--- src/rtl/mhpq_pkg.sv ---
// mhpq_pkg: key and status types for the heap priority queue; the key type is
// shared with its entry store; no dependencies
package mhpq_pkg;

    localparam int KEY_W = 32;

    typedef logic signed [KEY_W-1:0] key_t;

    typedef enum logic [1:0] {
        ST_OK        = 2'd0,
        ST_FULL      = 2'd1,
        ST_NOT_FOUND = 2'd2
    } status_t;

endpackage

--- src/rtl/mhpq_ram.sv ---
// mhpq_ram: heap entry store, one write port and two registered read ports
// depends on mhpq_pkg for the key type
module mhpq_ram #(
    parameter int DEPTH = 16,
    parameter int AW    = 4
) (
    input  logic           clk,
    input  logic           we,
    input  logic [AW-1:0]  waddr,
    input  mhpq_pkg::key_t wdata,
    input  logic [AW-1:0]  raddr_a,
    input  logic [AW-1:0]  raddr_b,
    output mhpq_pkg::key_t rdata_a,
    output mhpq_pkg::key_t rdata_b
);
    import mhpq_pkg::*;

    key_t mem [DEPTH];

    // write port
    always_ff @(posedge clk)
    begin
        if (we)
        begin
            mem[waddr] <= wdata;
        end
    end

    // read ports, registered
    always_ff @(posedge clk)
    begin
        rdata_a <= mem[raddr_a];
        rdata_b <= mem[raddr_b];
    end

endmodule

--- src/rtl/max_heap_priority_queue.sv ---
// max_heap_priority_queue: binary max-heap of signed keys held in a synchronous store
// depends on mhpq_pkg and mhpq_ram
//
// Each input word asks to insert a key (tuser 0) or delete one occurrence of a key
// (tuser 1); one result word follows with a status, the element count and the
// current maximum. One request is worked on at a time. An insert places the key in
// the next free slot and sifts it up, a level at a time: read the parent, then
// compare and move. A delete first scans the held entries, one read a cycle, then
// moves the last entry into the hole and sifts it up or down a level at a time.
// Every step goes through the single read-modify-write path of the entry store.
// The store needs no clearing pass after reset: only entries below the count are
// read. A new request is taken while the previous result still waits.
module max_heap_priority_queue #(
    parameter int CAPACITY = 16
) (
    input  logic        clk,
    input  logic        rst_n,
    // request: tdata = key_value[31:0]
    input  logic        s_tvalid,
    output logic        s_tready,
    input  logic [31:0] s_tdata,
    // request: tuser = func
    input  logic        s_tuser,
    // result: tdata = element_count[4:0], top_valid[5], top_key[37:6], zero pad[39:38]
    output logic        m_tvalid,
    input  logic        m_tready,
    output logic [39:0] m_tdata,
    // result: tuser = status[1:0]
    output logic [1:0]  m_tuser
);
    import mhpq_pkg::*;

    localparam int AW = (CAPACITY > 1) ? $clog2(CAPACITY) : 1;
    localparam int CW = $clog2(CAPACITY + 1);
    localparam int IW = AW + 2;
    localparam logic [CW-1:0] CAP = CW'(CAPACITY);

    typedef enum logic [3:0] {
        S_IDLE, S_SRCH, S_DEL_RD, S_DEL_LD, S_UP_RD, S_UP_CMP,
        S_DN_RD, S_DN_CMP, S_FIN, S_OUT
    } state_t;

    state_t          state_reg, state_next;
    logic [CW-1:0]   count_reg, count_next;
    logic [AW-1:0]   pos_reg, pos_next;
    key_t            val_reg, val_next;
    key_t            key_reg, key_next;
    logic            del_reg, del_next;
    logic            moved_reg, moved_next;
    logic [CW-1:0]   issue_reg, issue_next;
    logic [AW-1:0]   cmp_idx_reg, cmp_idx_next;
    logic            cmp_valid_reg, cmp_valid_next;
    status_t         status_reg, status_next;
    status_t         ostat_reg, ostat_next;
    logic [4:0]      ocount_reg, ocount_next;
    logic            otop_valid_reg, otop_valid_next;
    key_t            otop_key_reg, otop_key_next;
    logic            ovalid_reg, ovalid_next;

    logic            we;
    logic [AW-1:0]   waddr;
    key_t            wdata;
    logic [AW-1:0]   raddr_a, raddr_b;
    key_t            rdata_a, rdata_b;

    logic [IW-1:0]   left_idx, right_idx, count_ext;
    logic [AW-1:0]   parent_idx, last_idx;
    logic [CW+4:0]   count_wide;
    logic            right_ok;
    key_t            best_val;

    mhpq_ram #(
        .DEPTH (CAPACITY),
        .AW    (AW)
    ) u_ram (
        .clk     (clk),
        .we      (we),
        .waddr   (waddr),
        .wdata   (wdata),
        .raddr_a (raddr_a),
        .raddr_b (raddr_b),
        .rdata_a (rdata_a),
        .rdata_b (rdata_b)
    );

    // tree index arithmetic
    assign left_idx   = {1'b0, pos_reg, 1'b1};
    assign right_idx  = left_idx + IW'(1);
    assign count_ext  = IW'(count_reg);
    assign parent_idx = AW'((pos_reg - AW'(1)) >> 1);
    assign last_idx   = AW'(count_reg - CW'(1));
    assign right_ok   = right_idx < count_ext;
    assign best_val   = (rdata_a > val_reg) ? rdata_a : val_reg;
    assign count_wide = {5'b0, count_reg};

    // sequencer next state and store accesses
    always_comb
    begin
        state_next      = state_reg;
        count_next      = count_reg;
        pos_next        = pos_reg;
        val_next        = val_reg;
        key_next        = key_reg;
        del_next        = del_reg;
        moved_next      = moved_reg;
        issue_next      = issue_reg;
        cmp_idx_next    = cmp_idx_reg;
        cmp_valid_next  = cmp_valid_reg;
        status_next     = status_reg;
        ostat_next      = ostat_reg;
        ocount_next     = ocount_reg;
        otop_valid_next = otop_valid_reg;
        otop_key_next   = otop_key_reg;
        ovalid_next     = ovalid_reg & ~m_tready;
        we              = 1'b0;
        waddr           = pos_reg;
        wdata           = val_reg;
        raddr_a         = '0;
        raddr_b         = '0;

        case (state_reg)
            S_IDLE:
            begin
                if (s_tvalid)
                begin
                    key_next    = s_tdata;
                    val_next    = s_tdata;
                    del_next    = s_tuser;
                    moved_next  = 1'b0;
                    status_next = ST_OK;
                    if (s_tuser)
                    begin
                        issue_next     = '0;
                        cmp_valid_next = 1'b0;
                        state_next     = S_SRCH;
                    end
                    else if (count_reg >= CAP)
                    begin
                        status_next = ST_FULL;
                        state_next  = S_FIN;
                    end
                    else
                    begin
                        pos_next   = AW'(count_reg);
                        count_next = count_reg + CW'(1);
                        state_next = S_UP_RD;
                    end
                end
            end

            // linear scan, the compare works on the previous read's registered data
            S_SRCH:
            begin
                if (cmp_valid_reg && rdata_a == key_reg)
                begin
                    pos_next       = cmp_idx_reg;
                    cmp_valid_next = 1'b0;
                    state_next     = S_DEL_RD;
                end
                else if (issue_reg < count_reg)
                begin
                    raddr_a        = AW'(issue_reg);
                    cmp_idx_next   = AW'(issue_reg);
                    cmp_valid_next = 1'b1;
                    issue_next     = issue_reg + CW'(1);
                end
                else
                begin
                    cmp_valid_next = 1'b0;
                    if (!cmp_valid_reg)
                    begin
                        status_next = ST_NOT_FOUND;
                        state_next  = S_FIN;
                    end
                end
            end

            // fetch the last entry to fill the hole
            S_DEL_RD:
            begin
                raddr_a    = last_idx;
                state_next = S_DEL_LD;
            end

            S_DEL_LD:
            begin
                val_next   = rdata_a;
                count_next = count_reg - CW'(1);
                if (pos_reg == last_idx)
                begin
                    state_next = S_FIN;
                end
                else
                begin
                    state_next = S_UP_RD;
                end
            end

            // sift up: hole at pos, moving value held in val
            S_UP_RD:
            begin
                if (pos_reg == '0)
                begin
                    if (del_reg && !moved_reg)
                    begin
                        state_next = S_DN_RD;
                    end
                    else
                    begin
                        we         = 1'b1;
                        state_next = S_FIN;
                    end
                end
                else
                begin
                    raddr_a    = parent_idx;
                    state_next = S_UP_CMP;
                end
            end

            S_UP_CMP:
            begin
                if (val_reg > rdata_a)
                begin
                    we         = 1'b1;
                    wdata      = rdata_a;
                    pos_next   = parent_idx;
                    moved_next = 1'b1;
                    state_next = S_UP_RD;
                end
                else if (del_reg && !moved_reg)
                begin
                    state_next = S_DN_RD;
                end
                else
                begin
                    we         = 1'b1;
                    state_next = S_FIN;
                end
            end

            // sift down: read both children together
            S_DN_RD:
            begin
                if (left_idx >= count_ext)
                begin
                    we         = 1'b1;
                    state_next = S_FIN;
                end
                else
                begin
                    raddr_a    = AW'(left_idx);
                    raddr_b    = right_ok ? AW'(right_idx) : AW'(left_idx);
                    state_next = S_DN_CMP;
                end
            end

            S_DN_CMP:
            begin
                if (right_ok && rdata_b > best_val)
                begin
                    we         = 1'b1;
                    wdata      = rdata_b;
                    pos_next   = AW'(right_idx);
                    state_next = S_DN_RD;
                end
                else if (rdata_a > val_reg)
                begin
                    we         = 1'b1;
                    wdata      = rdata_a;
                    pos_next   = AW'(left_idx);
                    state_next = S_DN_RD;
                end
                else
                begin
                    we         = 1'b1;
                    state_next = S_FIN;
                end
            end

            // read back the root for the result
            S_FIN:
            begin
                raddr_a    = '0;
                state_next = S_OUT;
            end

            // load the result word once the output register is free
            S_OUT:
            begin
                if (!ovalid_reg || m_tready)
                begin
                    ostat_next      = status_reg;
                    ocount_next     = count_wide[4:0];
                    otop_valid_next = (count_reg != '0);
                    otop_key_next   = (count_reg != '0) ? rdata_a : key_t'(0);
                    ovalid_next     = 1'b1;
                    state_next      = S_IDLE;
                end
            end

            default:
            begin
                state_next = S_IDLE;
            end
        endcase
    end

    // state and registered outputs
    always_ff @(posedge clk or negedge rst_n)
    begin
        if (!rst_n)
        begin
            state_reg      <= S_IDLE;
            count_reg      <= '0;
            pos_reg        <= '0;
            val_reg        <= '0;
            key_reg        <= '0;
            del_reg        <= 1'b0;
            moved_reg      <= 1'b0;
            issue_reg      <= '0;
            cmp_idx_reg    <= '0;
            cmp_valid_reg  <= 1'b0;
            status_reg     <= ST_OK;
            ostat_reg      <= ST_OK;
            ocount_reg     <= '0;
            otop_valid_reg <= 1'b0;
            otop_key_reg   <= '0;
            ovalid_reg     <= 1'b0;
        end
        else
        begin
            state_reg      <= state_next;
            count_reg      <= count_next;
            pos_reg        <= pos_next;
            val_reg        <= val_next;
            key_reg        <= key_next;
            del_reg        <= del_next;
            moved_reg      <= moved_next;
            issue_reg      <= issue_next;
            cmp_idx_reg    <= cmp_idx_next;
            cmp_valid_reg  <= cmp_valid_next;
            status_reg     <= status_next;
            ostat_reg      <= ostat_next;
            ocount_reg     <= ocount_next;
            otop_valid_reg <= otop_valid_next;
            otop_key_reg   <= otop_key_next;
            ovalid_reg     <= ovalid_next;
        end
    end

    // stream ports
    assign s_tready = (state_reg == S_IDLE);
    assign m_tvalid = ovalid_reg;
    assign m_tuser  = ostat_reg;
    assign m_tdata  = {2'b00, otop_key_reg, otop_valid_reg, ocount_reg};

endmodule

--- config.mk ---
export PLATFORM = sky130hd
export DESIGN_NAME = max_heap_priority_queue
export DESIGN_NICKNAME = d
export VERILOG_FILES = /design/src/rtl/mhpq_pkg.sv /design/src/rtl/mhpq_ram.sv /design/src/rtl/max_heap_priority_queue.sv
export SDC_FILE = /design/constraint.sdc
export NUM_CORES = 2
export LEC_CHECK = 0
export BUFFER_PORTS_ARGS = -buffer_cell sky130_fd_sc_hd__buf_2
export CAP_MARGIN = 40
export CORE_MARGIN = 2
export CORE_UTILIZATION = 40
export DETAILED_ROUTE_END_ITERATION = 7
export GPL_TIMING_DRIVEN = 0
export PLACE_DENSITY = 0.66
export SYNTH_ARGS = -nofsm -noshare
export SYNTH_HDL_FRONTEND = slang
export SYNTH_HIERARCHICAL = 1
export SYNTH_SLANG_ARGS = --single-unit
--- constraint.sdc ---
create_clock -name clk -period 5.32 [get_ports clk]
set_input_delay 0.532 -clock clk [delete_from_list [all_inputs] [get_ports clk]]
set_output_delay 0.532 -clock clk [all_outputs]
set_load 0.01 [all_outputs]
==> metrics <==
status=finished with violations; failing checks=negative setup slack; PwrDens=577 nW/um^2; r2r setup slk=-250 ps; drt pass-1 iters=5; CTS tree=yes; path type of the worst min-delay path=input pin to register; hold depth=3; Starting Density=0.402; antenna viol nets, final=0; final WL=102000 um; reg-to-reg critical path startpoint=val_reg[7]; placer congestion estimate=0.894; Worst-path clk slew=60 ps; Yosys reg bits=708; worst slew pin tran=1030 ps; final period utilization=1.05; largest net degree at the start of global routing=97; grt peak-use layer=met2; Largest Register=u_ram/mem; met3 Usage GRT=0.0399; GRT met2 Usage=0.396; Die W=293 um; HP Start=s_tdata[6]; # clock sinks=708; Critical Path Source Type=register; DR vias=22200; vias in the first global route=22600; worst-case clock buffer depth=3; Synthesis Warnings=6; Rows=106; VDD IR max=0.385 mV; # fillers=6845; Syn Std Cell Area=33500 um^2; share of cells above drive strength 1=0.318; Max Clk Rate=180 MHz; synth unique cells=72; Slew HR=0.316; WHS=134 ps; WS Path Type=register to register; clock latency on the worst-skew pair=630 ps; GRT overflow=0; sequential area share after synthesis=0.596; wire length of the first global-routing pass=147000 um; Worst Path Arrival=5910 ps; Post-synth top flop=edfxtp_1; routing usage on met1=0.294; Largest register FFs=512; DP Area=35900 um^2; Core Util, Final=0.483; fin cells=3577; r2r endpoint=u_ram/mem[2][27]; area delta synth->final=20.3%; Layout Skew=22.3 ps; H-tree depth=3; most common cell after layout, fill and taps aside=edfxtp_1; Iter 0 DRT Violations=2430; vias per inst=6.21; Worst Hold End=key_reg[6]; # IOs=81; Die Height=293 um; Core Area=83300 um^2; number of synthesized flops with an enable pin=512; post-synthesis cell count=2156; die area=86000 um^2; Routed WL per cell=28.5 um; crit path max fanout=8; Final Cell Area=40300 um^2; dpl ws=-1900 ps; setup violators final=500; CTS buffer count=72; worst path required time=5660 ps; leak pwr=14.3 nW; Placed Cells=3348; fin worst setup slack=-247 ps; Hold Fails Final Rpt=0; Post-layout nets=2558; minimum clock period=5570 ps; unrepaired setup endpoints after global routing=yes; leading cell types in the layout, fill and taps excluded=edfxtp_1, mux4_2, nand2_1, a22oi_1, dfrtp_1; post-synthesis area per instance=15.5 um^2; Async SR Flop Fraction=0.186; crit path capture type=register; Total GRT Usage=0.231; initial antenna violation count=2; root buf cell=clkbuf_16; DRC=0; Port Buffers=78; Reg2Reg Depth=22; final slew viol count=0; max-cap viol count=0; post-DP HPWL=69700 um
-- worst max-delay path, cell delays in order (launching register included) --
cell and delay [ps]:
dfrtp_1 410, inv_2 90, ha_4 210, a21oi_2 150, o21ai_1 100, a221o_1 390, o31a_1 370, or3_4 400
and2_4 240, buf_12 150, mux2_4 200, inv_2 40, ha_4 260, nand4_1 170, buf_4 200, nor4_4 300
nand3b_1 240, nand2_2 160, a31oi_4 50, and2_4 250, clkbuf_16 190, a22o_4 270, a221o_4 430
-- report_power, final --
group          switching [W]  internal, W
combinational        0.00543      0.00459
sequential          0.000819      0.00721
clock                0.00219      0.00300
total                0.00844       0.0148
-- cell families (layout without fill, tap and decap cells) --
group	after synthesis	after routing	share of synthesized area
mux	294	294	0.186
fa+ha+maj	83	83	0.0310
compound gates	392	397	0.0900
flops	708	708	0.596
xor+xnor	53	53	0.0139
simple gates	405	405	0.0539
other cells	1	4	0.000112
buf+inv	220	553	0.0287
-- final cells by class --
type	instances	area [um^2]	area share
sequential	708	20000	0.497
tap	1080	1350	0.0336
inverter	78	293	0.00727
multi-input combinational	1234	13300	0.330
clock inverter	29	313	0.00777
buffer	141	790	0.0196
timing repair buffer	203	2090	0.0520
clock buffer	102	2120	0.0527
antenna	2	5.00	0.000124
-- metrics by stage --
stage | TNS, ps | total power, W
after floorplan | 0 | 0.0131
after global placement | -1676850 | 0.0154
after detailed placement | -879290 | 0.0157
after CTS | -49810 | 0.0224
after global routing | -140130 | 0.0242
final | -97940 | 0.0232
-- worst max-delay path by stage --
stage / startpoint / endpoint / cells after the start
finish: val_reg[7] / u_ram/mem[2][27] / 22
global route: val_reg[6] / u_ram/mem[0][27] / 21
CTS: val_reg[14] / u_ram/mem[7][27] / 22
detailed placement: u_ram/rdata_a[14] / u_ram/mem[5][21] / 20
global placement: u_ram/rdata_a[14] / u_ram/mem[8][11] / 11
floorplan: val_reg[14] / u_ram/mem[0][13] / 22
-- cell usage after synthesis, types with 5 or more instances --
| cell | instances | area [um^2] |
|---|---|---|
| a22oi_1 | 130 | 976 |
| dfxtp_1 | 64 | 1280 |
| nor4_1 | 11 | 68.8 |
| o311ai_0 | 18 | 158 |
| dfrtp_1 | 132 | 3300 |
| nor2b_1 | 10 | 62.6 |
| nand3_1 | 21 | 105 |
| nor2_1 | 38 | 143 |
| a21o_1 | 6 | 45.0 |
| mux2_2 | 22 | 248 |
| xnor2_1 | 15 | 131 |
| and3_1 | 5 | 31.3 |
| a221o_1 | 42 | 420 |
| clkbuf_1 | 73 | 274 |
| nand4_1 | 21 | 131 |
| inv_1 | 78 | 293 |
| nand2_1 | 238 | 893 |
| xor2_1 | 38 | 333 |
| buf_4 | 21 | 158 |
| a22o_1 | 65 | 569 |
| edfxtp_1 | 512 | 15400 |
| nand3b_1 | 5 | 37.5 |
| o21ai_0 | 34 | 170 |
| ha_1 | 83 | 1040 |
| mux4_2 | 256 | 5770 |
| o211ai_1 | 5 | 37.5 |
| o21a_1 | 5 | 37.5 |
| a21oi_1 | 50 | 250 |
| buf_1 | 24 | 90.1 |
| buf_2 | 20 | 100 |
| nor3_1 | 26 | 130 |
| and2_1 | 6 | 37.5 |
| nand2b_1 | 11 | 68.8 |
| mux2_4 | 10 | 150 |
-- timing repair --
item | CTS | global route
resized for setup | 147 | 50
hold buffers | 1 | 0
endpoints found under the hold margin | 36 | 0
pin swaps | 23 | 24
buffers inserted | 67 | 16
cloned | 6 | 7
setup endpoints to repair | 519 | 540
-- layer usage --
metal / vias up / routed length [um] / share of wire
li1: 9255 / - / -
met5: - / 0 / 0
met2: 1285 / 50500 / 0.49
met1: 11500 / 37600 / 0.37
met4: 0 / 3870 / 0.038
met3: 235 / 10100 / 0.099
(Power assumes the default switching activity.)
